==> src/rtl/erac_pkg.sv <==
`timescale 1ns / 1ps
`default_nettype none

package erac_pkg;

    localparam int VEC_W     = 32;
    localparam int TRIG_W    = 16;
    localparam int CFG_W     = 15;
    localparam int TFRAC     = TRIG_W - 2;
    localparam int WIDE_W    = VEC_W + TRIG_W + 1;
    localparam int PROD_W    = TRIG_W + WIDE_W;
    localparam int ACC_W     = 64;
    localparam int NUM_W     = VEC_W + TRIG_W;
    localparam int DIV_RADIX = 2;
    localparam int DIV_STEPS = NUM_W / DIV_RADIX;
    localparam int DIV_CNT_W = $clog2(DIV_STEPS);
    localparam int STEP_W    = 3;
    localparam int OP_W      = 2;
    localparam int S_TDATA_W = 3 * VEC_W + 4 * TRIG_W;
    localparam int M_TDATA_W = 3 * VEC_W;
    localparam int M_TUSER_W = 2;

    typedef enum logic [OP_W-1:0] {
        OP_ZYX_FWD = 2'd0,
        OP_ZYX_INV = 2'd1,
        OP_ZYZ_FWD = 2'd2,
        OP_ZYZ_INV = 2'd3
    } t_op;

    typedef enum logic [2:0] {
        ST_IDLE,
        ST_FWD,
        ST_INV_NUM,
        ST_INV_DIV,
        ST_INV_OUT,
        ST_DONE
    } t_state;

endpackage

`default_nettype wire

==> src/rtl/euler_rate_angular_velocity_converter_core.sv <==
`timescale 1ns / 1ps
`default_nettype none

// Converts z-y-x or z-y-z Euler angle rates to angular velocity and back, one
// transaction at a time; results are Q16.16, saturated to 32 bits, and an inverse
// whose divisor magnitude is below the threshold register returns the last held
// rate vector with the singular flag set. The input is ready again in the same
// cycle that the result becomes valid. The forward path funnels its products
// one per cycle through the single shared 16 x 49 multiplier; the inverse path
// spends most of its time in the divider, which retires two quotient bits per
// cycle over the 48-bit numerator. The input is ready only between items; a
// finished result may wait on the output while the next item is taken.

module euler_rate_angular_velocity_converter_core (
    input  logic                             i_clk,
    input  logic                             i_rst_n,
    input  logic                             i_cfg_we,
    input  logic [erac_pkg::CFG_W-1:0]       i_cfg_wdata,
    input  logic                             s_axis_tvalid,
    output logic                             s_axis_tready,
    // vec_x, vec_y, vec_z, sin_first, cos_first, sin_second, cos_second
    input  logic [erac_pkg::S_TDATA_W-1:0]   s_axis_tdata,
    // opcode
    input  logic [erac_pkg::OP_W-1:0]        s_axis_tuser,
    output logic                             m_axis_tvalid,
    input  logic                             m_axis_tready,
    // res_x, res_y, res_z
    output logic [erac_pkg::M_TDATA_W-1:0]   m_axis_tdata,
    // singular, saturated
    output logic [erac_pkg::M_TUSER_W-1:0]   m_axis_tuser
);

    import erac_pkg::*;

    localparam logic signed [ACC_W-1:0] HALF_FWD = ACC_W'(1) <<< (2 * TFRAC - 1);
    localparam logic signed [ACC_W-1:0] HALF_INV = ACC_W'(1) <<< (TFRAC - 1);

    function automatic logic [VEC_W:0] f_clip(input logic signed [ACC_W-1:0] v);
        logic fits;
        fits = (v[ACC_W-1:VEC_W-1] == '0) || (v[ACC_W-1:VEC_W-1] == '1);
        if (fits) begin
            return {1'b0, v[VEC_W-1:0]};
        end else begin
            return {1'b1, v[ACC_W-1], {(VEC_W - 1){~v[ACC_W-1]}}};
        end
    endfunction

    function automatic logic [VEC_W:0] f_rnd_clip(input logic signed [ACC_W-1:0] v,
                                                  input logic fwd);
        logic signed [ACC_W-1:0] s;
        if (fwd) begin
            s = (v + HALF_FWD) >>> (2 * TFRAC);
        end else begin
            s = (v + HALF_INV) >>> TFRAC;
        end
        return f_clip(s);
    endfunction

    t_state                     r_state, n_state;
    logic [STEP_W-1:0]          r_step, n_step;
    t_op                        r_op, n_op;
    logic signed [VEC_W-1:0]    r_x, n_x;
    logic signed [VEC_W-1:0]    r_y, n_y;
    logic signed [VEC_W-1:0]    r_z, n_z;
    logic signed [TRIG_W-1:0]   r_sa, n_sa;
    logic signed [TRIG_W-1:0]   r_ca, n_ca;
    logic signed [TRIG_W-1:0]   r_sb, n_sb;
    logic signed [TRIG_W-1:0]   r_cb, n_cb;
    logic [TRIG_W-1:0]          r_dmag, n_dmag;
    logic signed [ACC_W-1:0]    r_prod, n_prod;
    logic signed [ACC_W-1:0]    r_acc, n_acc;
    logic signed [WIDE_W-1:0]   r_tmp, n_tmp;
    logic signed [WIDE_W-1:0]   r_w, n_w;
    logic                       r_neg, n_neg;
    logic [VEC_W-1:0]           r_res0, n_res0;
    logic [VEC_W-1:0]           r_res1, n_res1;
    logic [VEC_W-1:0]           r_res2, n_res2;
    logic                       r_sing, n_sing;
    logic                       r_sat, n_sat;
    logic [VEC_W-1:0]           r_held [3];
    logic [VEC_W-1:0]           n_held [3];
    logic [CFG_W-1:0]           r_tiny;
    logic                       r_out_valid, n_out_valid;
    logic [M_TDATA_W-1:0]       r_out_data, n_out_data;
    logic [M_TUSER_W-1:0]       r_out_user, n_out_user;

    t_op                        w_in_op;
    logic signed [TRIG_W-1:0]   w_in_sb;
    logic signed [TRIG_W-1:0]   w_in_cb;
    logic signed [TRIG_W-1:0]   w_in_d;
    logic [TRIG_W-1:0]          w_in_dmag;
    logic                       w_in_sing;
    logic                       w_fwd;
    logic [VEC_W:0]             w_rc;
    logic [VEC_W:0]             w_wclip;
    logic [NUM_W-1:0]           w_num_mag;
    logic signed [TRIG_W-1:0]   w_d;
    logic signed [TRIG_W-1:0]   m_a;
    logic signed [WIDE_W-1:0]   m_b;
    logic                       w_div_start;
    logic                       w_div_done;
    logic [NUM_W-1:0]           w_div_quo;
    logic [TRIG_W-1:0]          w_div_rem;
    logic [WIDE_W-1:0]          w_q_ext;
    logic                       w_inc;

    // input decode and singularity check at acceptance
    assign w_in_op   = t_op'(s_axis_tuser);
    assign w_in_sb   = s_axis_tdata[3*VEC_W+3*TRIG_W-1:3*VEC_W+2*TRIG_W];
    assign w_in_cb   = s_axis_tdata[3*VEC_W+4*TRIG_W-1:3*VEC_W+3*TRIG_W];
    assign w_in_d    = (w_in_op == OP_ZYX_INV) ? w_in_cb : w_in_sb;
    assign w_in_dmag = w_in_d[TRIG_W-1] ? TRIG_W'(-w_in_d) : w_in_d;
    assign w_in_sing = (w_in_d == '0) || (w_in_dmag < TRIG_W'(r_tiny));

    assign w_fwd     = (r_op == OP_ZYX_FWD) || (r_op == OP_ZYZ_FWD);
    assign w_rc      = f_rnd_clip(r_acc, w_fwd);
    assign w_wclip   = f_clip(ACC_W'(r_w));
    assign w_num_mag = r_acc[ACC_W-1] ? NUM_W'(-r_acc) : NUM_W'(r_acc);
    assign w_d       = (r_op == OP_ZYX_INV) ? r_cb : r_sb;
    assign w_q_ext   = WIDE_W'(w_div_quo);
    assign w_inc     = {w_div_rem, 1'b0} >= {1'b0, r_dmag};

    erac_div u_div (
        .i_clk   (i_clk),
        .i_rst_n (i_rst_n),
        .i_start (w_div_start),
        .i_num   (w_num_mag),
        .i_den   (r_dmag),
        .o_done  (w_div_done),
        .o_quo   (w_div_quo),
        .o_rem   (w_div_rem)
    );

    always_comb begin
        n_state     = r_state;
        n_step      = r_step;
        n_op        = r_op;
        n_x         = r_x;
        n_y         = r_y;
        n_z         = r_z;
        n_sa        = r_sa;
        n_ca        = r_ca;
        n_sb        = r_sb;
        n_cb        = r_cb;
        n_dmag      = r_dmag;
        n_acc       = r_acc;
        n_tmp       = r_tmp;
        n_w         = r_w;
        n_neg       = r_neg;
        n_res0      = r_res0;
        n_res1      = r_res1;
        n_res2      = r_res2;
        n_sing      = r_sing;
        n_sat       = r_sat;
        n_held      = r_held;
        n_out_valid = r_out_valid;
        n_out_data  = r_out_data;
        n_out_user  = r_out_user;
        m_a         = '0;
        m_b         = '0;
        w_div_start = 1'b0;

        if (r_out_valid && m_axis_tready) begin
            n_out_valid = 1'b0;
        end

        case (r_state)
            ST_IDLE: begin
                if (s_axis_tvalid) begin
                    n_op   = w_in_op;
                    n_x    = s_axis_tdata[VEC_W-1:0];
                    n_y    = s_axis_tdata[2*VEC_W-1:VEC_W];
                    n_z    = s_axis_tdata[3*VEC_W-1:2*VEC_W];
                    n_sa   = s_axis_tdata[3*VEC_W+TRIG_W-1:3*VEC_W];
                    n_ca   = s_axis_tdata[3*VEC_W+2*TRIG_W-1:3*VEC_W+TRIG_W];
                    n_sb   = w_in_sb;
                    n_cb   = w_in_cb;
                    n_dmag = w_in_dmag;
                    n_step = '0;
                    n_sat  = 1'b0;
                    n_sing = 1'b0;
                    if ((w_in_op == OP_ZYX_FWD) || (w_in_op == OP_ZYZ_FWD)) begin
                        n_state = ST_FWD;
                    end else if (w_in_sing) begin
                        n_sing  = 1'b1;
                        n_res0  = r_held[0];
                        n_res1  = r_held[1];
                        n_res2  = r_held[2];
                        n_state = ST_DONE;
                    end else begin
                        n_state = ST_INV_NUM;
                    end
                end
            end
            ST_FWD: begin
                n_step = r_step + 1'b1;
                case (r_step)
                    3'd0: begin
                        m_a = (r_op == OP_ZYX_FWD) ? r_cb : r_sb;
                        m_b = WIDE_W'(r_z);
                    end
                    3'd1: begin
                        m_a   = r_sa;
                        m_b   = WIDE_W'(r_y);
                        n_tmp = r_prod[WIDE_W-1:0];
                    end
                    3'd2: begin
                        m_a   = r_ca;
                        m_b   = r_tmp;
                        n_acc = -(r_prod <<< TFRAC);
                    end
                    3'd3: begin
                        m_a   = r_sa;
                        m_b   = r_tmp;
                        n_acc = r_acc + r_prod;
                    end
                    3'd4: begin
                        m_a    = r_ca;
                        m_b    = WIDE_W'(r_y);
                        n_res0 = w_rc[VEC_W-1:0];
                        n_sat  = r_sat | w_rc[VEC_W];
                        n_acc  = r_prod;
                    end
                    3'd5: begin
                        m_a   = (r_op == OP_ZYX_FWD) ? r_sb : r_cb;
                        m_b   = WIDE_W'(r_z);
                        n_acc = r_acc + (r_prod <<< TFRAC);
                    end
                    3'd6: begin
                        n_res1 = w_rc[VEC_W-1:0];
                        n_sat  = r_sat | w_rc[VEC_W];
                        if (r_op == OP_ZYX_FWD) begin
                            n_acc = (ACC_W'(r_x) <<< (2 * TFRAC)) - (r_prod <<< TFRAC);
                        end else begin
                            n_acc = (ACC_W'(r_x) <<< (2 * TFRAC)) + (r_prod <<< TFRAC);
                        end
                    end
                    default: begin
                        n_res2  = w_rc[VEC_W-1:0];
                        n_sat   = r_sat | w_rc[VEC_W];
                        n_state = ST_DONE;
                    end
                endcase
            end
            ST_INV_NUM: begin
                n_step = r_step + 1'b1;
                case (r_step)
                    3'd0: begin
                        m_a = r_ca;
                        m_b = WIDE_W'(r_x);
                    end
                    3'd1: begin
                        m_a   = r_sa;
                        m_b   = WIDE_W'(r_y);
                        n_acc = r_prod;
                    end
                    default: begin
                        n_acc   = r_acc + r_prod;
                        n_step  = '0;
                        n_state = ST_INV_DIV;
                    end
                endcase
            end
            ST_INV_DIV: begin
                if (r_step == '0) begin
                    w_div_start = 1'b1;
                    n_neg       = r_acc[ACC_W-1] ^ w_d[TRIG_W-1];
                    n_step      = 3'd1;
                end else if (w_div_done) begin
                    // rounded quotient with sign, ties away from zero
                    if (r_neg) begin
                        n_w = ~w_q_ext + WIDE_W'(!w_inc);
                    end else begin
                        n_w = w_q_ext + WIDE_W'(w_inc);
                    end
                    n_step  = '0;
                    n_state = ST_INV_OUT;
                end
            end
            ST_INV_OUT: begin
                n_step = r_step + 1'b1;
                case (r_step)
                    3'd0: begin
                        m_a = (r_op == OP_ZYX_INV) ? r_sb : r_cb;
                        m_b = r_w;
                    end
                    3'd1: begin
                        m_a = r_sa;
                        m_b = WIDE_W'(r_x);
                        if (r_op == OP_ZYX_INV) begin
                            n_acc = (ACC_W'(r_z) <<< TFRAC) + r_prod;
                        end else begin
                            n_acc = (ACC_W'(r_z) <<< TFRAC) - r_prod;
                        end
                    end
                    3'd2: begin
                        m_a    = r_ca;
                        m_b    = WIDE_W'(r_y);
                        n_res0 = w_rc[VEC_W-1:0];
                        n_sat  = r_sat | w_rc[VEC_W];
                        n_acc  = -r_prod;
                    end
                    3'd3: begin
                        n_acc = r_acc + r_prod;
                    end
                    default: begin
                        n_res1    = w_rc[VEC_W-1:0];
                        n_res2    = w_wclip[VEC_W-1:0];
                        n_sat     = r_sat | w_rc[VEC_W] | w_wclip[VEC_W];
                        n_held[0] = r_res0;
                        n_held[1] = w_rc[VEC_W-1:0];
                        n_held[2] = w_wclip[VEC_W-1:0];
                        n_state   = ST_DONE;
                    end
                endcase
            end
            ST_DONE: begin
                if (!r_out_valid || m_axis_tready) begin
                    n_out_valid = 1'b1;
                    n_out_data  = {r_res2, r_res1, r_res0};
                    n_out_user  = {r_sat, r_sing};
                    n_state     = ST_IDLE;
                end
            end
            default: begin
                n_state = ST_IDLE;
            end
        endcase

        // shared multiplier, registered before any use
        n_prod = ACC_W'(PROD_W'(m_a) * PROD_W'(m_b));
    end

    always_ff @(posedge i_clk) begin
        if (!i_rst_n) begin
            r_state     <= ST_IDLE;
            r_step      <= '0;
            r_out_valid <= 1'b0;
            r_tiny      <= CFG_W'(1);
            r_held[0]   <= '0;
            r_held[1]   <= '0;
            r_held[2]   <= '0;
        end else begin
            r_state     <= n_state;
            r_step      <= n_step;
            r_out_valid <= n_out_valid;
            r_held      <= n_held;
            if (i_cfg_we) begin
                r_tiny <= i_cfg_wdata;
            end
        end
    end

    always_ff @(posedge i_clk) begin
        r_op       <= n_op;
        r_x        <= n_x;
        r_y        <= n_y;
        r_z        <= n_z;
        r_sa       <= n_sa;
        r_ca       <= n_ca;
        r_sb       <= n_sb;
        r_cb       <= n_cb;
        r_dmag     <= n_dmag;
        r_prod     <= n_prod;
        r_acc      <= n_acc;
        r_tmp      <= n_tmp;
        r_w        <= n_w;
        r_neg      <= n_neg;
        r_res0     <= n_res0;
        r_res1     <= n_res1;
        r_res2     <= n_res2;
        r_sing     <= n_sing;
        r_sat      <= n_sat;
        r_out_data <= n_out_data;
        r_out_user <= n_out_user;
    end

    assign s_axis_tready = (r_state == ST_IDLE);
    assign m_axis_tvalid = r_out_valid;
    assign m_axis_tdata  = r_out_data;
    assign m_axis_tuser  = r_out_user;

endmodule

`default_nettype wire

==> src/rtl/erac_div.sv <==
`timescale 1ns / 1ps
`default_nettype none

module erac_div (
    input  logic                          i_clk,
    input  logic                          i_rst_n,
    input  logic                          i_start,
    input  logic [erac_pkg::NUM_W-1:0]    i_num,
    input  logic [erac_pkg::TRIG_W-1:0]   i_den,
    output logic                          o_done,
    output logic [erac_pkg::NUM_W-1:0]    o_quo,
    output logic [erac_pkg::TRIG_W-1:0]   o_rem
);

    import erac_pkg::*;

    logic                 r_busy;
    logic                 r_done;
    logic [DIV_CNT_W-1:0] r_cnt;
    logic [NUM_W-1:0]     r_num;
    logic [NUM_W-1:0]     r_quo;
    logic [TRIG_W-1:0]    r_rem;
    logic [TRIG_W-1:0]    r_den;

    logic [NUM_W-1:0]     n_num;
    logic [NUM_W-1:0]     n_quo;
    logic [TRIG_W-1:0]    n_rem;
    logic [TRIG_W:0]      w_trial;
    logic                 w_ge;

    // restoring division, two quotient bits per cycle
    always_comb begin
        n_num   = r_num;
        n_quo   = r_quo;
        n_rem   = r_rem;
        w_trial = '0;
        w_ge    = 1'b0;
        for (int j = 0; j < DIV_RADIX; j++) begin
            w_trial = {n_rem, n_num[NUM_W-1]};
            w_ge    = w_trial >= {1'b0, r_den};
            n_rem   = w_ge ? TRIG_W'(w_trial - {1'b0, r_den}) : TRIG_W'(w_trial);
            n_quo   = {n_quo[NUM_W-2:0], w_ge};
            n_num   = {n_num[NUM_W-2:0], 1'b0};
        end
    end

    always_ff @(posedge i_clk) begin
        if (!i_rst_n) begin
            r_busy <= 1'b0;
            r_done <= 1'b0;
            r_cnt  <= '0;
        end else begin
            r_done <= 1'b0;
            if (i_start) begin
                r_busy <= 1'b1;
                r_cnt  <= '0;
            end else if (r_busy) begin
                r_cnt <= r_cnt + 1'b1;
                if (r_cnt == DIV_CNT_W'(DIV_STEPS - 1)) begin
                    r_busy <= 1'b0;
                    r_done <= 1'b1;
                end
            end
        end
    end

    always_ff @(posedge i_clk) begin
        if (i_start) begin
            r_num <= i_num;
            r_den <= i_den;
            r_quo <= '0;
            r_rem <= '0;
        end else if (r_busy) begin
            r_num <= n_num;
            r_quo <= n_quo;
            r_rem <= n_rem;
        end
    end

    assign o_done = r_done;
    assign o_quo  = r_quo;
    assign o_rem  = r_rem;

endmodule

`default_nettype wire
==> config.mk <==
export PLATFORM = sky130hd
export DESIGN_NAME = euler_rate_angular_velocity_converter_core
export DESIGN_NICKNAME = d
export VERILOG_FILES = /design/src/rtl/erac_pkg.sv /design/src/rtl/euler_rate_angular_velocity_converter_core.sv /design/src/rtl/erac_div.sv
export SDC_FILE = /design/constraint.sdc
export NUM_CORES = 2
export LEC_CHECK = 0
export BUFFER_PORTS_ARGS = -buffer_cell sky130_fd_sc_hd__buf_4
export CAP_MARGIN = 20
export CELL_PAD_IN_SITES_DETAIL_PLACEMENT = 2
export CELL_PAD_IN_SITES_GLOBAL_PLACEMENT = 2
export CORE_UTILIZATION = 44
export CTS_CLUSTER_DIAMETER = 40
export CTS_CLUSTER_SIZE = 8
export DETAILED_ROUTE_END_ITERATION = 7
export PLACE_DENSITY_LB_ADDON = 0.1
export SLEW_MARGIN = 40
export SYNTH_ARGS = -nofsm -noshare
export SYNTH_HDL_FRONTEND = slang
export SYNTH_HIERARCHICAL = 1
export SYNTH_SLANG_ARGS = --single-unit
==> constraint.sdc <==
create_clock -name i_clk -period 23.3 [get_ports i_clk]
set_input_delay 0 -clock i_clk [delete_from_list [all_inputs] [get_ports i_clk]]
set_output_delay 0 -clock i_clk [all_outputs]
set_load 0.01 [all_outputs]
==> metrics.cfg, run 1 <==
[run_status]
status = did not finish
lastStage = global routing
run.stop_error = [ERROR GRT-0232] Routing congestion too high. Check the congestion heatmap in the GUI.

[placed_design]
place.port_buffers = 281
dp.final_hpwl_mm = 322
globalplace.congestion = 0.972

[floorplan]
fp-row-count = 161
die_y_um = 443
design.portCount = 282
die_width_um = 443
effective_utilization_at_floorplan_pct = 44.4

[grt]
grt_overflow = 16
grt_start_max_net_pins = 118
number_of_antenna_violations_at_the_first_check_in_global_routing = 116
gr-usage-all-layers_pct = 72.4

[synth]
synth_top_flop_cell = sky130_fd_sc_hd__edfxtp_1
post_synth_instance_area_sq_um = 85800
sequential_area_share_after_synthesis_pct = 26.9
synth_edf_count = 601
ys_types = 97
async_set_or_reset_flop_fraction_in_the_synthesized_netlist_pct = 0
postSynthCellCount = 9710
yosysWarnings = 6
post_synth.cell_area_avg_sq_um = 8.83
synthesis.nets = 11100
synth_seq_cells = 854

[clock_network]
post_cts.resized_instances = 0
htree_levels = 4
clock_tree.root_cell = sky130_fd_sc_hd__clkbuf_16
ctsLongestPathBuffers = 3
number_of_clock_buffers_inserted_by_tritoncts = 168
tritoncts_num_sinks = 854
post-cts-setup-buffer-count = 0
holdBufCountCts = 382

-- logic make-up after synthesis --
| logic type | Yosys count | share of synthesized area (%) |
|---|---|---|
| simple gates | 2987 | 16.0 |
| xor+xnor | 530 | 5.41 |
| mux | 172 | 2.10 |
| fa+ha+maj | 1228 | 24.3 |
| compound gates | 2235 | 17.6 |
| buf+inv | 1704 | 7.76 |
| flops | 854 | 26.9 |
-- synth_stat cells (all sizes together) (110+ instances only) --
cell,number,area (sq um)
a211oi,112,846
a21o,172,1290
a21oi,595,2990
a22oi,114,861
buf,111,671
clkbuf,484,1820
dfxtp,253,5060
edfxtp,601,18000
fa,724,14500
ha,504,6310
inv,1108,4160
mux2i,110,1100
nand2,1012,3800
nand3,156,796
nor2,923,3470
nor2b,118,738
nor3,180,906
o21ai,373,1870
xnor2,369,3230
xor2,161,1410
-- metrics by stage --
step	std cells	utilization [%]	area, sq um	worst slack, ps	hold WS, ps
3_5_place_dp	12100	47.0	90700	11490	179
3_3_place_gp	12100	46.9	90500	11990	178
2_1_floorplan	9710	-	85800	7680	98.9
4_1_cts	12800	52.0	100000	11240	6.35
-- metal layers --
layer,GRT overflow,global-route usage [%]
met1,1,72.3
met2,3,90.0
met3,2,56.0
met5,0,32.4
met4,10,70.2
==> inputs of run 2 (changes only) <==
--- a/config.mk
+++ b/config.mk
@@ -7,13 +7,9 @@
 export LEC_CHECK = 0
 export BUFFER_PORTS_ARGS = -buffer_cell sky130_fd_sc_hd__buf_4
 export CAP_MARGIN = 20
-export CELL_PAD_IN_SITES_DETAIL_PLACEMENT = 2
-export CELL_PAD_IN_SITES_GLOBAL_PLACEMENT = 2
-export CORE_UTILIZATION = 44
-export CTS_CLUSTER_DIAMETER = 40
-export CTS_CLUSTER_SIZE = 8
+export CORE_UTILIZATION = 31
 export DETAILED_ROUTE_END_ITERATION = 7
-export PLACE_DENSITY_LB_ADDON = 0.1
+export PLACE_DENSITY_LB_ADDON = 0.15
 export SLEW_MARGIN = 40
 export SYNTH_ARGS = -nofsm -noshare
 export SYNTH_HDL_FRONTEND = slang
==> metrics.cfg, run 2 <==
[run_status]
status = finished with violations
violations = design-rule violations

[clock_network]
clock_tree.root_cell = sky130_fd_sc_hd__clkbuf_16
post_cts.resized_instances = 0
tritoncts_num_sinks = 854
tritoncts = built
number_of_clock_buffers_inserted_by_tritoncts = 110
ctsLongestPathBuffers = 4
htree_levels = 3
worst_skew_pair.late_latency_ps = 880
clkSlewWorstSetupHoldPaths_ps = 70

[grt]
gr-usage-all-layers_pct = 25.5
number_of_antenna_violations_at_the_first_check_in_global_routing = 15
grt_overflow = 0
grt_start_max_net_pins = 98
global_route_wire_length_before_repair_mm = 526
grt_pass1_vias = 75700

[worst_setup_path]
cpPeakStageDelay_ps = 730
worstSetupEndpointType = flop
crit_path_max_fanout = 50
worst_path_arrival_time_ps = 12770
worst_setup_path_start_kind = flop
path_class = reg -> reg
cpMaxStageDelayCell = sky130_fd_sc_hd__a311oi_1
crit_top_cell = sky130_fd_sc_hd__fa_1
timing.critical_path.required_ps = 24040

[floorplan]
core_area_sq_um = 274000
design.portCount = 282
die_y_um = 528
effective_utilization_at_floorplan_pct = 31.3
fp-row-count = 192
die_width_um = 528
fp.dieArea_sq_um = 279000

[synth]
ys_types = 97
synth.mux.area_fraction_pct = 2.10
synth_fa_ha_area_share_pct = 24.3
synth_xor_area_share_pct = 5.41
synth_edf_count = 601
sequential_area_share_after_synthesis_pct = 26.9
leading_post_synthesis_cells_by_cell_area = sky130_fd_sc_hd__edfxtp_1, sky130_fd_sc_hd__fa_1, sky130_fd_sc_hd__ha_1
postSynthCellCount = 9710
synth_top_area_share_pct = 21.0
synthesis.nets = 11100
yosysWarnings = 6
post_synth.cell_area_avg_sq_um = 8.83
synth_compound_area_share_pct = 17.6
synth_top_family_by_area = adder cells
synth_most_common_cell = sky130_fd_sc_hd__inv_1
synth_seq_cells = 854
synthSimpleGateAreaFrac_pct = 16.0
post_synth_instance_area_sq_um = 85800
synth_largest_area_cell = sky130_fd_sc_hd__edfxtp_1
synth_top_flop_cell = sky130_fd_sc_hd__edfxtp_1
async_set_or_reset_flop_fraction_in_the_synthesized_netlist_pct = 0
synth_top_cells_by_count = sky130_fd_sc_hd__inv_1, sky130_fd_sc_hd__nand2_1, sky130_fd_sc_hd__nor2_1

[sta]
final_worst_path_period_need_ps = 12030
rsz0062_at_grt = false
final-max-slew-violation-count = 0
finalHoldViolations = 0
worst-slew-pin-transition_ps = 919
max_slew_headroom_pct = 38.2
final.setup.tns_ps = 0
fin_skew_ps = 112
setup_violating_endpoint_count_in_the_final_report = 0
final_cycle_utilization_of_the_critical_path_pct = 51.6
peak_freq_mhz = 83.2

[cells_and_area]
area_growth_pct = 16.4
num-fill-cells = 28100
nNetsFinal = 11500
layout.cells.most_common = sky130_fd_sc_hd__inv_1
layout.cells.most_common_list = sky130_fd_sc_hd__inv_1, sky130_fd_sc_hd__nand2_1, sky130_fd_sc_hd__nor2_1
layout-drive-gt1-share_pct = 8.92

[placed_design]
place.port_buffers = 281
dp.final_hpwl_mm = 282
globalplace.congestion = 0.963

[route]
postRouteAntennaNets = 0
routed-via-count = 76200
drt_wl_total_mm = 362
detail_route.first_pass.iterations = 8
drt-vias-per-instance = 5.49
drt_iter0_markers = 7240
route.detailed.drc = 1
drt-wirelength-per-cell_um = 26.1

[hold_path]
hp-class = in -> reg

[job]
drv_cap = 0

run 2: cell counts after synthesis:
Identical to the previous run, type by type.
run 2: metal layers:
metal / track usage (%) / vias up / wire length, um
met4: 9.49 / 0 / 14600
met2: 40.1 / 3199 / 162000
li1: - / 34200 / -
met5: 0 / - / 0
met3: 3.36 / 531 / 24600
met1: 35.4 / 38300 / 161000
run 2: per-stage QoR:
stage / cell area [sq um] / cells / util [%] / worst slack (ps) / hold WS (ps)
2_1_floorplan: 85800 / 9710 / - / 7680 / 98.9
3_5_place_dp: 92200 / 13300 / 33.6 / 11510 / 179
6_report: 99800 / 13900 / 36.4 / 11270 / 88.1
4_1_cts: 99700 / 13900 / 36.4 / 11390 / 20.6
3_3_place_gp: 92000 / 13300 / 33.5 / 11170 / 178
5_1_grt: 99800 / 13900 / 36.4 / 10830 / 74.5
run 2: path summary, 6_finish.rpt:
| check | cells past startpoint | endpoint | slack (ps) | start |
|---|---|---|---|---|
| worst min register to register | 0 | m_axis_tdata[76] | 380 | r_res2[12] |
| worst min-delay path | 3 | r_step[0] | 90 | i_rst_n |
| worst max register to register | 34 | r_prod[62] | 11270 | r_step[2] |
| worst max-delay path | 34 | r_prod[62] | 11270 | r_step[2] |
run 2: logic make-up after synthesis:
group,count (synthesis)
compound gates,2235
xor+xnor,530
fa+ha+maj,1228
buf+inv,1704
flops,854
mux,172
simple gates,2987
run 2: area by class of cell:
| cell class | instances | area [sq um] | share of cell area [%] |
|---|---|---|---|
| antenna | 5 | 12.5 | 0.0125 |
| tap | 3686 | 4610 | 4.62 |
| sequential | 854 | 23100 | 23.2 |
| multi-input combinational | 7152 | 56600 | 56.7 |
| clock buffer | 135 | 2920 | 2.92 |
| timing repair buffer | 879 | 7610 | 7.63 |
| inverter | 1109 | 4160 | 4.17 |
| clock inverter | 67 | 752 | 0.753 |
run 2: what timing repair did:
| action | 4_1_cts | 5_1_grt |
|---|---|---|
| setup buffers | 0 | 0 |
| hold buffers | 388 | 0 |
| endpoints found under the hold margin | 326 | 0 |
run 2: critical path, delay by kind of cell (launching register included):
kind | cells | cell delay, ps
AOI/OAI and AO/OA | 13 | 4460
xor gates and xnor gates | 1 | 140
adders and majority gates | 8 | 3610
buffers and inverters | 8 | 1920
DFF | 1 | 690
and+or+nand+nor | 4 | 920
Power of run 2 is left out: the tool's default activity adds up to more than one toggle a clock period on the data nets, which glitch-free logic cannot reach.
